### src/rtl/core/twwf_pkg.sv
// shared constants, types and weight table of the trimmed weighted window filter
`default_nettype none

package twwf_pkg;

	localparam int DATA_W          = 16;   // width of the sample and filtered fields
	localparam int DEF_SAMPLE_BITS = 16;
	localparam int WIN_LEN         = 10;
	localparam int POS_W           = $clog2(WIN_LEN);
	localparam int SCAN_LEN        = 2 * WIN_LEN;
	localparam int SCAN_W          = $clog2(SCAN_LEN);
	localparam int NUM_HI          = 3;    // largest values struck
	localparam int NUM_LO          = NUM_HI + 1;
	localparam int KEEP_CNT        = WIN_LEN - NUM_HI - 1;
	localparam int KEEP_W          = $clog2(KEEP_CNT + 1);
	localparam int WGT_W           = 6;
	localparam int DIVISOR         = 100;
	localparam int REM_W           = $clog2(DIVISOR);
	localparam int ACC_XTRA        = 7;    // 100 * max sample stays below 2^(bits+7)

	typedef struct packed {
		logic clr;
		logic en;
	} rank_ctl_t;

	function automatic logic [WGT_W-1:0] keep_weight(input logic [KEEP_W-1:0] k);
		logic [WGT_W-1:0] w;
		unique case (k)
			3'd0:    w = 6'd3;
			3'd1:    w = 6'd14;
			3'd2:    w = 6'd33;
			3'd3:    w = 6'd33;
			3'd4:    w = 6'd14;
			3'd5:    w = 6'd3;
			default: w = 6'd0;
		endcase
		return w;
	endfunction

endpackage

`default_nettype wire

### src/rtl/core/twwf_ram.sv
// generic single-write, single-read ram with registered read data
`default_nettype none

module twwf_ram #(
	parameter int WIDTH = 16,
	parameter int DEPTH = 10
) (
	input  wire logic                     clk,
	input  wire logic                     we,
	input  wire logic [$clog2(DEPTH)-1:0] waddr,
	input  wire logic [WIDTH-1:0]         wdata,
	input  wire logic [$clog2(DEPTH)-1:0] raddr,
	output      logic [WIDTH-1:0]         rdata
);

	logic [WIDTH-1:0] mem_q [DEPTH];

	always_ff @(posedge clk) begin
		if (we) begin
			mem_q[waddr] <= wdata;
		end
		rdata <= mem_q[raddr];
	end

endmodule

`default_nettype wire

### src/rtl/core/twwf_rank.sv
// streaming rank tracker: three largest and four smallest positions, drop mask
`default_nettype none

module twwf_rank
	import twwf_pkg::*;
#(
	parameter int SAMPLE_BITS = DEF_SAMPLE_BITS
) (
	input  wire logic                   clk,
	input  wire logic                   arst_n,
	input  wire rank_ctl_t              ctl,
	input  wire logic [SAMPLE_BITS-1:0] din,
	input  wire logic [POS_W-1:0]       pos,
	output      logic [WIN_LEN-1:0]     drop
);

	logic [SAMPLE_BITS-1:0] hi_val_q [NUM_HI];
	logic [POS_W-1:0]       hi_pos_q [NUM_HI];
	logic [NUM_HI-1:0]      hi_vld_q;
	logic [SAMPLE_BITS-1:0] lo_val_q [NUM_LO];
	logic [POS_W-1:0]       lo_pos_q [NUM_LO];
	logic [NUM_LO-1:0]      lo_vld_q;

	logic [SAMPLE_BITS-1:0] hi_val_n [NUM_HI];
	logic [POS_W-1:0]       hi_pos_n [NUM_HI];
	logic [NUM_HI-1:0]      hi_vld_n;
	logic [NUM_HI-1:0]      hi_ins;
	logic [SAMPLE_BITS-1:0] lo_val_n [NUM_LO];
	logic [POS_W-1:0]       lo_pos_n [NUM_LO];
	logic [NUM_LO-1:0]      lo_vld_n;
	logic [NUM_LO-1:0]      lo_ins;
	logic [WIN_LEN-1:0]     hi_mask;
	logic                   found;

	// strict compares keep the earlier position ahead on ties
	always_comb begin
		for (int j = 0; j < NUM_HI; j++) begin
			hi_ins[j] = !hi_vld_q[j] || (din > hi_val_q[j]);
		end
		hi_val_n[0] = hi_ins[0] ? din : hi_val_q[0];
		hi_pos_n[0] = hi_ins[0] ? pos : hi_pos_q[0];
		hi_vld_n[0] = hi_vld_q[0] | hi_ins[0];
		for (int j = 1; j < NUM_HI; j++) begin
			if (hi_ins[j] && hi_ins[j-1]) begin
				hi_val_n[j] = hi_val_q[j-1];
				hi_pos_n[j] = hi_pos_q[j-1];
				hi_vld_n[j] = hi_vld_q[j-1];
			end else if (hi_ins[j]) begin
				hi_val_n[j] = din;
				hi_pos_n[j] = pos;
				hi_vld_n[j] = 1'b1;
			end else begin
				hi_val_n[j] = hi_val_q[j];
				hi_pos_n[j] = hi_pos_q[j];
				hi_vld_n[j] = hi_vld_q[j];
			end
		end
	end

	always_comb begin
		for (int j = 0; j < NUM_LO; j++) begin
			lo_ins[j] = !lo_vld_q[j] || (din < lo_val_q[j]);
		end
		lo_val_n[0] = lo_ins[0] ? din : lo_val_q[0];
		lo_pos_n[0] = lo_ins[0] ? pos : lo_pos_q[0];
		lo_vld_n[0] = lo_vld_q[0] | lo_ins[0];
		for (int j = 1; j < NUM_LO; j++) begin
			if (lo_ins[j] && lo_ins[j-1]) begin
				lo_val_n[j] = lo_val_q[j-1];
				lo_pos_n[j] = lo_pos_q[j-1];
				lo_vld_n[j] = lo_vld_q[j-1];
			end else if (lo_ins[j]) begin
				lo_val_n[j] = din;
				lo_pos_n[j] = pos;
				lo_vld_n[j] = 1'b1;
			end else begin
				lo_val_n[j] = lo_val_q[j];
				lo_pos_n[j] = lo_pos_q[j];
				lo_vld_n[j] = lo_vld_q[j];
			end
		end
	end

	always_ff @(posedge clk or negedge arst_n) begin
		if (!arst_n) begin
			hi_vld_q <= '0;
			lo_vld_q <= '0;
		end else if (ctl.clr) begin
			hi_vld_q <= '0;
			lo_vld_q <= '0;
		end else if (ctl.en) begin
			hi_vld_q <= hi_vld_n;
			lo_vld_q <= lo_vld_n;
		end
	end

	always_ff @(posedge clk) begin
		if (ctl.en) begin
			hi_val_q <= hi_val_n;
			hi_pos_q <= hi_pos_n;
			lo_val_q <= lo_val_n;
			lo_pos_q <= lo_pos_n;
		end
	end

	// smallest survivor is the first low candidate not already struck as largest
	always_comb begin
		hi_mask = '0;
		for (int j = 0; j < NUM_HI; j++) begin
			hi_mask[hi_pos_q[j]] = 1'b1;
		end
		drop  = hi_mask;
		found = 1'b0;
		for (int j = 0; j < NUM_LO; j++) begin
			if (!found && !hi_mask[lo_pos_q[j]]) begin
				found              = 1'b1;
				drop[lo_pos_q[j]]  = 1'b1;
			end
		end
	end

endmodule

`default_nettype wire

### src/rtl/core/twwf_div.sv
// divide by the weight total through a fixed reciprocal, one 16-bit slice a cycle
`default_nettype none

module twwf_div
	import twwf_pkg::*;
#(
	parameter int SAMPLE_BITS = DEF_SAMPLE_BITS
) (
	input  wire logic                            clk,
	input  wire logic                            arst_n,
	input  wire logic                            start,
	input  wire logic [SAMPLE_BITS+ACC_XTRA-1:0] dividend,
	output      logic                            done,
	output      logic [SAMPLE_BITS-1:0]          quot
);

	localparam int ACC_W     = SAMPLE_BITS + ACC_XTRA;
	// reciprocal error times the largest dividend stays below one unit of the shift
	localparam int SHIFT     = ACC_W + REM_W;
	localparam int RCP_W     = ACC_W + 1;
	localparam int SLICE_W   = 16;
	localparam int NUM_SLICE = (RCP_W + SLICE_W - 1) / SLICE_W;
	localparam int RCP_PAD_W = NUM_SLICE * SLICE_W;
	localparam int PROD_W    = ACC_W + RCP_PAD_W;
	localparam int PART_W    = ACC_W + SLICE_W;
	localparam int CNT_W     = $clog2(NUM_SLICE + 1);
	localparam logic [63:0] RCP_64 =
		((64'd1 << SHIFT) + 64'(DIVISOR - 1)) / 64'(DIVISOR);
	localparam logic [RCP_PAD_W-1:0] RCP = RCP_PAD_W'(RCP_64);

	logic [ACC_W-1:0]     dvd_q;
	logic [RCP_PAD_W-1:0] rcp_q;
	logic [PROD_W-1:0]    prod_q;
	logic [CNT_W-1:0]     cnt_q;
	logic                 busy_q;
	logic                 done_q;
	logic [PART_W-1:0]    part;

	// top slice of the reciprocal first, partial products folded in by shifting
	assign part = PART_W'(dvd_q) * PART_W'(rcp_q[RCP_PAD_W-1 -: SLICE_W]);

	always_ff @(posedge clk or negedge arst_n) begin
		if (!arst_n) begin
			busy_q <= 1'b0;
			done_q <= 1'b0;
			cnt_q  <= '0;
		end else begin
			done_q <= 1'b0;
			if (start) begin
				busy_q <= 1'b1;
				cnt_q  <= CNT_W'(NUM_SLICE);
			end else if (busy_q) begin
				cnt_q <= cnt_q - 1'b1;
				if (cnt_q == CNT_W'(1)) begin
					busy_q <= 1'b0;
					done_q <= 1'b1;
				end
			end
		end
	end

	always_ff @(posedge clk) begin
		if (start) begin
			dvd_q  <= dividend;
			rcp_q  <= RCP;
			prod_q <= '0;
		end else if (busy_q) begin
			prod_q <= (prod_q << SLICE_W) + PROD_W'(part);
			rcp_q  <= rcp_q << SLICE_W;
		end
	end

	assign done = done_q;
	assign quot = prod_q[SHIFT +: SAMPLE_BITS];

endmodule

`default_nettype wire

### src/rtl/core/trimmed_weighted_window_filter_top.sv
// top level of the trimmed weighted window filter: control, window ram, ranking, divide
`default_nettype none

// Trimmed weighted window filter. Each input item carries one distance sample; the block
// keeps the last ten samples in a small circular ram (the first sample after reset fills
// all ten entries), strikes the three largest and then the smallest of the rest (ties go
// to the oldest position), weights the six survivors 3,14,33,33,14,3 in age order and
// returns the sum divided by 100, truncated, as one result item per input item.
// From acceptance to the result register an item passes through two sweeps of the window
// over the single ram read port (one sweep ranks, one sweep sums) and then the divider,
// which multiplies by a fixed reciprocal of 100 one 16-bit slice a cycle; the first item
// after reset fills the ram before its sweeps. Items are taken one at a time; a new
// item is accepted while the previous result still waits on the output side, and a
// finished result holds until the output register is free.

module trimmed_weighted_window_filter_top
	import twwf_pkg::*;
#(
	parameter int SAMPLE_BITS = DEF_SAMPLE_BITS
) (
	input  wire logic              clk,
	input  wire logic              arst_n,
	// input items
	input  wire logic              s_tvalid,
	output      logic              s_tready,
	input  wire logic [DATA_W-1:0] s_tdata,   // [15:0] sample
	// result items
	output      logic              m_tvalid,
	input  wire logic              m_tready,
	output      logic [DATA_W-1:0] m_tdata    // [15:0] filtered
);

	localparam int ACC_W  = SAMPLE_BITS + ACC_XTRA;
	localparam int PROD_W = SAMPLE_BITS + WGT_W;

	typedef enum logic [2:0] {
		ST_IDLE,
		ST_FILL,
		ST_SCAN,
		ST_TAIL,
		ST_LOAD,
		ST_DIV,
		ST_DONE
	} state_t;

	state_t                 state_q;
	logic                   first_q;      // window not yet filled since reset
	logic [POS_W-1:0]       head_q;       // ram address of the oldest sample
	logic [SCAN_W-1:0]      cnt_q;        // fill address, then scan step
	logic [SAMPLE_BITS-1:0] sample_q;     // first sample, held for the fill sweep
	logic [ACC_W-1:0]       acc_q;
	logic [KEEP_W-1:0]      keep_q;       // survivors summed so far
	logic                   m_tvalid_q;
	logic [DATA_W-1:0]      m_tdata_q;

	// read pipeline tags, aligned with the registered ram data
	logic                   rd_vld_s1;
	logic                   rd_sum_s1;    // second sweep: weighting
	logic [POS_W-1:0]       rd_pos_s1;

	logic                   accept;
	logic [SAMPLE_BITS-1:0] s_in;
	logic                   ram_we;
	logic [POS_W-1:0]       ram_waddr;
	logic [SAMPLE_BITS-1:0] ram_wdata;
	logic [POS_W-1:0]       ram_raddr;
	logic [SAMPLE_BITS-1:0] ram_rdata;
	logic                   scan_sum;
	logic [POS_W-1:0]       scan_pos;
	logic [POS_W:0]         addr_sum;
	logic [POS_W-1:0]       head_inc;
	rank_ctl_t              rank_ctl;
	logic [WIN_LEN-1:0]     drop;
	logic [PROD_W-1:0]      prod;
	logic                   div_start;
	logic                   div_done;
	logic [SAMPLE_BITS-1:0] div_quot;
	logic                   out_load;

	assign accept = s_tvalid && s_tready;
	assign s_in   = SAMPLE_BITS'(s_tdata);   // bits above the sample width are ignored

	// ram write: the fill sweep, or the new sample over the oldest entry
	assign ram_we    = (state_q == ST_FILL) || (accept && !first_q);
	assign ram_waddr = (state_q == ST_FILL) ? cnt_q[POS_W-1:0] : head_q;
	assign ram_wdata = (state_q == ST_FILL) ? sample_q : s_in;
	assign head_inc  = (head_q == POS_W'(WIN_LEN - 1)) ? '0 : head_q + 1'b1;

	// both sweeps walk the window oldest first, starting at the head
	assign scan_sum  = cnt_q >= SCAN_W'(WIN_LEN);
	assign scan_pos  = scan_sum ? POS_W'(cnt_q - SCAN_W'(WIN_LEN)) : cnt_q[POS_W-1:0];
	assign addr_sum  = {1'b0, head_q} + {1'b0, scan_pos};
	assign ram_raddr = (addr_sum >= (POS_W + 1)'(WIN_LEN)) ?
		POS_W'(addr_sum - (POS_W + 1)'(WIN_LEN)) : addr_sum[POS_W-1:0];

	twwf_ram #(
		.WIDTH(SAMPLE_BITS),
		.DEPTH(WIN_LEN)
	) u_ram (
		.clk  (clk),
		.we   (ram_we),
		.waddr(ram_waddr),
		.wdata(ram_wdata),
		.raddr(ram_raddr),
		.rdata(ram_rdata)
	);

	// rank state is cleared per item and fed by the first sweep
	assign rank_ctl = '{clr: accept, en: rd_vld_s1 && !rd_sum_s1};

	twwf_rank #(
		.SAMPLE_BITS(SAMPLE_BITS)
	) u_rank (
		.clk   (clk),
		.arst_n(arst_n),
		.ctl   (rank_ctl),
		.din   (ram_rdata),
		.pos   (rd_pos_s1),
		.drop  (drop)
	);

	assign prod      = PROD_W'(ram_rdata) * PROD_W'(keep_weight(keep_q));
	assign div_start = (state_q == ST_LOAD);

	twwf_div #(
		.SAMPLE_BITS(SAMPLE_BITS)
	) u_div (
		.clk     (clk),
		.arst_n  (arst_n),
		.start   (div_start),
		.dividend(acc_q),
		.done    (div_done),
		.quot    (div_quot)
	);

	assign out_load = (state_q == ST_DONE) && (!m_tvalid_q || m_tready);
	assign s_tready = (state_q == ST_IDLE);
	assign m_tvalid = m_tvalid_q;
	assign m_tdata  = m_tdata_q;

	// sequencer, window head, fill flag and output register
	always_ff @(posedge clk or negedge arst_n) begin
		if (!arst_n) begin
			state_q    <= ST_IDLE;
			first_q    <= 1'b1;
			head_q     <= '0;
			cnt_q      <= '0;
			rd_vld_s1  <= 1'b0;
			m_tvalid_q <= 1'b0;
		end else begin
			rd_vld_s1 <= (state_q == ST_SCAN);
			if (out_load) begin
				m_tvalid_q <= 1'b1;
			end else if (m_tready) begin
				m_tvalid_q <= 1'b0;
			end
			unique case (state_q)
				ST_IDLE: begin
					if (accept) begin
						cnt_q <= '0;
						if (first_q) begin
							state_q <= ST_FILL;
						end else begin
							head_q  <= head_inc;
							state_q <= ST_SCAN;
						end
					end
				end
				ST_FILL: begin
					if (cnt_q == SCAN_W'(WIN_LEN - 1)) begin
						cnt_q   <= '0;
						first_q <= 1'b0;
						state_q <= ST_SCAN;
					end else begin
						cnt_q <= cnt_q + 1'b1;
					end
				end
				ST_SCAN: begin
					if (cnt_q == SCAN_W'(SCAN_LEN - 1)) begin
						state_q <= ST_TAIL;
					end else begin
						cnt_q <= cnt_q + 1'b1;
					end
				end
				ST_TAIL: state_q <= ST_LOAD;
				ST_LOAD: state_q <= ST_DIV;
				ST_DIV: begin
					if (div_done) begin
						state_q <= ST_DONE;
					end
				end
				ST_DONE: begin
					if (out_load) begin
						state_q <= ST_IDLE;
					end
				end
				default: state_q <= ST_IDLE;
			endcase
		end
	end

	// payload registers
	always_ff @(posedge clk) begin
		rd_sum_s1 <= scan_sum;
		rd_pos_s1 <= scan_pos;
		if (accept) begin
			sample_q <= s_in;
			acc_q    <= '0;
			keep_q   <= '0;
		end else if (rd_vld_s1 && rd_sum_s1 && !drop[rd_pos_s1]) begin
			acc_q  <= acc_q + ACC_W'(prod);
			keep_q <= keep_q + 1'b1;
		end
		if (out_load) begin
			m_tdata_q <= DATA_W'(div_quot);
		end
	end

	// exactly six survivors are weighted once both sweeps are through
	a_keep_count: assert property (@(posedge clk) disable iff (!arst_n)
		(state_q == ST_LOAD) |-> (keep_q == KEEP_CNT[KEEP_W-1:0]))
		else $error("survivor count wrong at divide start");

	// four distinct positions are struck out
	a_drop_four: assert property (@(posedge clk) disable iff (!arst_n)
		(state_q == ST_LOAD) |-> ($countones(drop) == NUM_LO))
		else $error("drop mask does not strike four positions");

	// the window is never swept before it has been filled
	a_filled: assert property (@(posedge clk) disable iff (!arst_n)
		(state_q == ST_SCAN) |-> !first_q)
		else $error("window swept before fill");

	// the divider signals done only in the divide phase, and not just as it is started
	a_div_seq: assert property (@(posedge clk) disable iff (!arst_n)
		div_done |-> (state_q == ST_DIV) && $past(state_q != ST_LOAD))
		else $error("divider done outside divide phase");

endmodule

`default_nettype wire
### config.mk
export PLATFORM = sky130hd
export DESIGN_NAME = trimmed_weighted_window_filter_top
export DESIGN_NICKNAME = d
export VERILOG_FILES = /design/src/rtl/core/twwf_pkg.sv /design/src/rtl/core/twwf_ram.sv /design/src/rtl/core/twwf_rank.sv /design/src/rtl/core/twwf_div.sv /design/src/rtl/core/trimmed_weighted_window_filter_top.sv
export SDC_FILE = /design/constraint.sdc
export NUM_CORES = 2
export LEC_CHECK = 0
export BUFFER_PORTS_ARGS = -buffer_cell sky130_fd_sc_hd__buf_2
export CAP_MARGIN = 15
export CORE_UTILIZATION = 50
export CTS_CLUSTER_SIZE = 14
export DETAILED_ROUTE_END_ITERATION = 8
export PLACE_DENSITY = 0.68
export SLEW_MARGIN = 15
export SYNTH_ARGS = -nofsm -noshare
export SYNTH_HDL_FRONTEND = slang
export SYNTH_SLANG_ARGS = --single-unit
### constraint.sdc
create_clock -name clk -period 6.3 [get_ports clk]
set_clock_uncertainty 0.2 [all_clocks]
set_input_delay 1.26 -clock clk [delete_from_list [all_inputs] [get_ports clk]]
set_output_delay 1.26 -clock clk [all_outputs]
set_load 0.005 [all_outputs]
==> impl_results.md <==
- Status: finished clean
- CTS Buffer Depth: 3
- Root Driver: clkbuf_16
- EDFF count, synth: 355
- Crit Path Max Fanout: 6
- Post-Route Setup TNS: 0 ns
- ANT nets after route: 0
- Cell taking the most area after synthesis: edfxtp_1
- Critical Path Slowest Stage Cell: fa_1
- DIE HEIGHT: 268 um
- Input/output buffers: 37
- Multi-input logic area: 20600 um2
- Flop and latch count out of synthesis: 477
- Clk pin slew, worst setup/hold paths: 0.06 ns
- Cts hold-fix bufs: 0
- Final HPWL DP: between 60000 and 70000 um
- DIE AREA: 72000 um2
- Max incr delay on CP: 0.52 ns
- Startpoint class of the critical path: flip-flop
- Num rows: 97
- Die W: 268 um
- Cell Area, Synth: approximately 35000 um2
- Fmax: 162 MHz
- Post-synthesis async set-or-reset flop share: 5.45%
- Fraction of layout cells with a size suffix above 1: about a fifth
- Ant. Diodes: 0
- Total GRT Usage: between 20% and 30%
- WS Path Type: flip-flop to flip-flop
- Top cell type's share of synthesized area: about 30%
- GRT overflow: 0
- Area Overhead vs Synth: 15.9%
- Drt initial violations: 1652
- Total vias in the final route: 24544
- Classification of the worst-slack hold path: flip-flop to flip-flop
- First-pass GRT wire length: 136000 um
- Synth cell types: 86
- Max_cap viols: 0
- Vias per cell: 5.52
- Fill count: 5798
- DRC: 0
- Synth warn: 0
- Clk sink count: between 400 and 500
- Mapped Nets: 3842
- Total CTS buffers: 52
- M2 GR Usage: 41.0%
- Largest net degree at the start of global routing: 65
- RSZ-0062 raised after global routing: yes
- Fin nets: 4086
- Worst setup EP type: flip-flop
- Top post-synthesis cells by area: edfxtp_1, fa_1, ha_1
- Final min period: 6.19 ns
- CP required: 6.62 ns
- Most used DFF post-synth: edfxtp_1
- CTS tree: yes
- Dpl cell area: approximately 38000 um2
- Fin area: 41100 um2
- Register area share after synthesis: 37.3%
- Met1 global-route usage: 32.5%
- Part of the cycle the worst path needs: 98.2%
- Busiest layer in global routing: met2
- H-tree depth: 2
- Pre-antenna DRT Iters: 6
- Clk_lat worst skew: about 0.65 ns
- Initial antenna violation count: 0
- Cells after synthesis: 3225
- Wirelength per Cell: between 15 and 20 um
- GPL Wtd Cong: 0.912
- Hold violation total from the final report: 0
- Final wirelength: 86800 um
- Core footprint: 70000 um2
- IO Pins: 38
- Final setup fails: 0
- Slew Limit Fails: 0
- Register Area: approximately 13000 um2
- Starting Density: between 50% and 60%
- WP data arrival: 6.51 ns
- Avg Synthesized Cell Area: 11.0 um2
- Slew margin rel.: 25.1%
- Routing usage on met3: 2.72%
- Slew @ Worst Pin: 1.12 ns
- Vias in the first global route: 25241
[cell usage in the layout (no fill, tap or decap), types with 21 or more instances in the layout]
| master | n |
|---|---|
| a211oi_1 | 36 |
| a21o_1 | 69 |
| a21oi_1 | 120 |
| a21oi_2 | 21 |
| and2_1 | 116 |
| and3_1 | 27 |
| buf_2 | 37 |
| buf_4 | 249 |
| clkbuf_16 | 55 |
| dfrtp_1 | 24 |
| dfxtp_1 | 93 |
| edfxtp_1 | 355 |
| fa_1 | 224 |
| ha_1 | 327 |
| ha_4 | 26 |
| inv_1 | 481 |
| inv_2 | 23 |
| mux2_2 | 99 |
| mux2i_1 | 48 |
| mux4_2 | 37 |
| nand2_1 | 148 |
| nand2b_1 | 31 |
| nand3_1 | 46 |
| nand4_1 | 34 |
| nor2_1 | 123 |
| nor2b_1 | 63 |
| nor3_1 | 32 |
| o21a_1 | 28 |
| o21ai_0 | 68 |
| o21ai_1 | 24 |
| xnor2_1 | 51 |
| xor2_1 | 36 |
[timing repair]
item                                    4_1_cts  5_1_grt
resized for setup                            40      148
cloned                                        0        2
pin swaps                                    16      138
endpoints found under the setup margin       21       25
setup buffers                                 9       27
[metrics by stage]
step | setup slack (ns) | utilization [%] | hold slack (ns) | instances
CTS | -0.0651 | 57.3 | 0.236 | 4422
global placement | -0.364 | 54.5 | 0.218 | 4318
global route | -0.0886 | 58.7 | 0.253 | 4450
detailed placement | -0.448 | 54.5 | 0.216 | 4318
floorplan | -0.00507 | - | 0.203 | 3225
finish | 0.115 | 58.7 | 0.237 | 4450
[registers in the layout (all words and copies together), names as in the netlist, 23 cells and up]
name	flops
acc_q	23
u_div.dvd_q	23
u_div.prod_q	46
u_ram.mem_q	160
u_rank.hi_val_q	48
u_rank.lo_val_q	64
[path summary, 6_finish.rpt]
kind / startpoint / end / slack [ns] / depth (start not counted)
max: u_div.dvd_q[10] / u_div.prod_q[39] / 0.11 / 26
min: u_div.prod_q[33] / m_tdata[3] / 0.24 / 0
max reg2reg: u_div.dvd_q[10] / u_div.prod_q[39] / 0.11 / 26
min reg2reg: u_div.prod_q[33] / m_tdata[3] / 0.24 / 0
max in group asynchronous: arst_n / u_div.busy_q / 4.91 / 1
min in group asynchronous: arst_n / state_q[1] / 0.46 / 1
[layer usage]
layer / share of wire (%) / up-vias
met4: 2.8 / 0
met3: 4.1 / 133
met5: 0 / -
met2: 49 / 575
li1: - / 11631
met1: 44 / 12205
[cell type report]
class	count	share of cell area, %
tap	940	2.86
sequential	477	32.2
clock inverter	26	0.752
inverter	506	4.62
timing repair buffer	311	5.85
clock buffer	69	3.45
multi-input combinational	2121	50.2
[cells in the mapped netlist, drive strengths merged, types with 6 or more instances]
| master | number |
|---|---|
| a2111oi | 7 |
| a211oi | 37 |
| a21o | 69 |
| a21oi | 141 |
| a31oi | 9 |
| and2 | 131 |
| and3 | 27 |
| buf | 31 |
| clkbuf | 90 |
| dfrtp | 25 |
| dfxtp | 96 |
| edfxtp | 355 |
| fa | 235 |
| ha | 362 |
| inv | 503 |
| mux2 | 102 |
| mux2i | 50 |
| mux4 | 37 |
| nand2 | 155 |
| nand2b | 38 |
| nand3 | 47 |
| nand4 | 34 |
| nor2 | 126 |
| nor2b | 66 |
| nor3 | 34 |
| nor3b | 6 |
| nor4 | 13 |
| nor4b | 19 |
| nor4bb | 13 |
| o2111ai | 6 |
| o211ai | 9 |
| o21a | 28 |
| o21ai | 98 |
| o21bai | 10 |
| o22ai | 9 |
| o31ai | 16 |
| or2 | 7 |
| or3 | 21 |
| xnor2 | 53 |
| xor2 | 36 |
[critical path, delay by kind of cell, from the launching register on]
| kind | cells | cell delay, ns |
|---|---|---|
| buffers and inverters | 7 | 0.68 |
| flip-flops | 1 | 0.41 |
| multiplexers | 1 | 0.21 |
| AND/OR/NAND/NOR | 4 | 0.46 |
| adder cells (fa/ha/maj) | 7 | 2.80 |
| AO/OA/AOI/OAI | 7 | 1.37 |
[cell families (layout without fill, tap and decap cells)]
group	count (synthesis)	in the layout	synth area share, %
xor gates and xnor gates	89	89	2.20
buffers and inverters	627	912	6.76
muxes	189	189	7.01
DFF	477	477	37.3
adders and majority gates	599	599	26.1
AOI/OAI and AO/OA	491	491	9.06
and+or+nand+nor	753	753	11.5
Power is not shown: default switching activity piles up to over one toggle a cycle in this logic, so the estimate is an artifact.
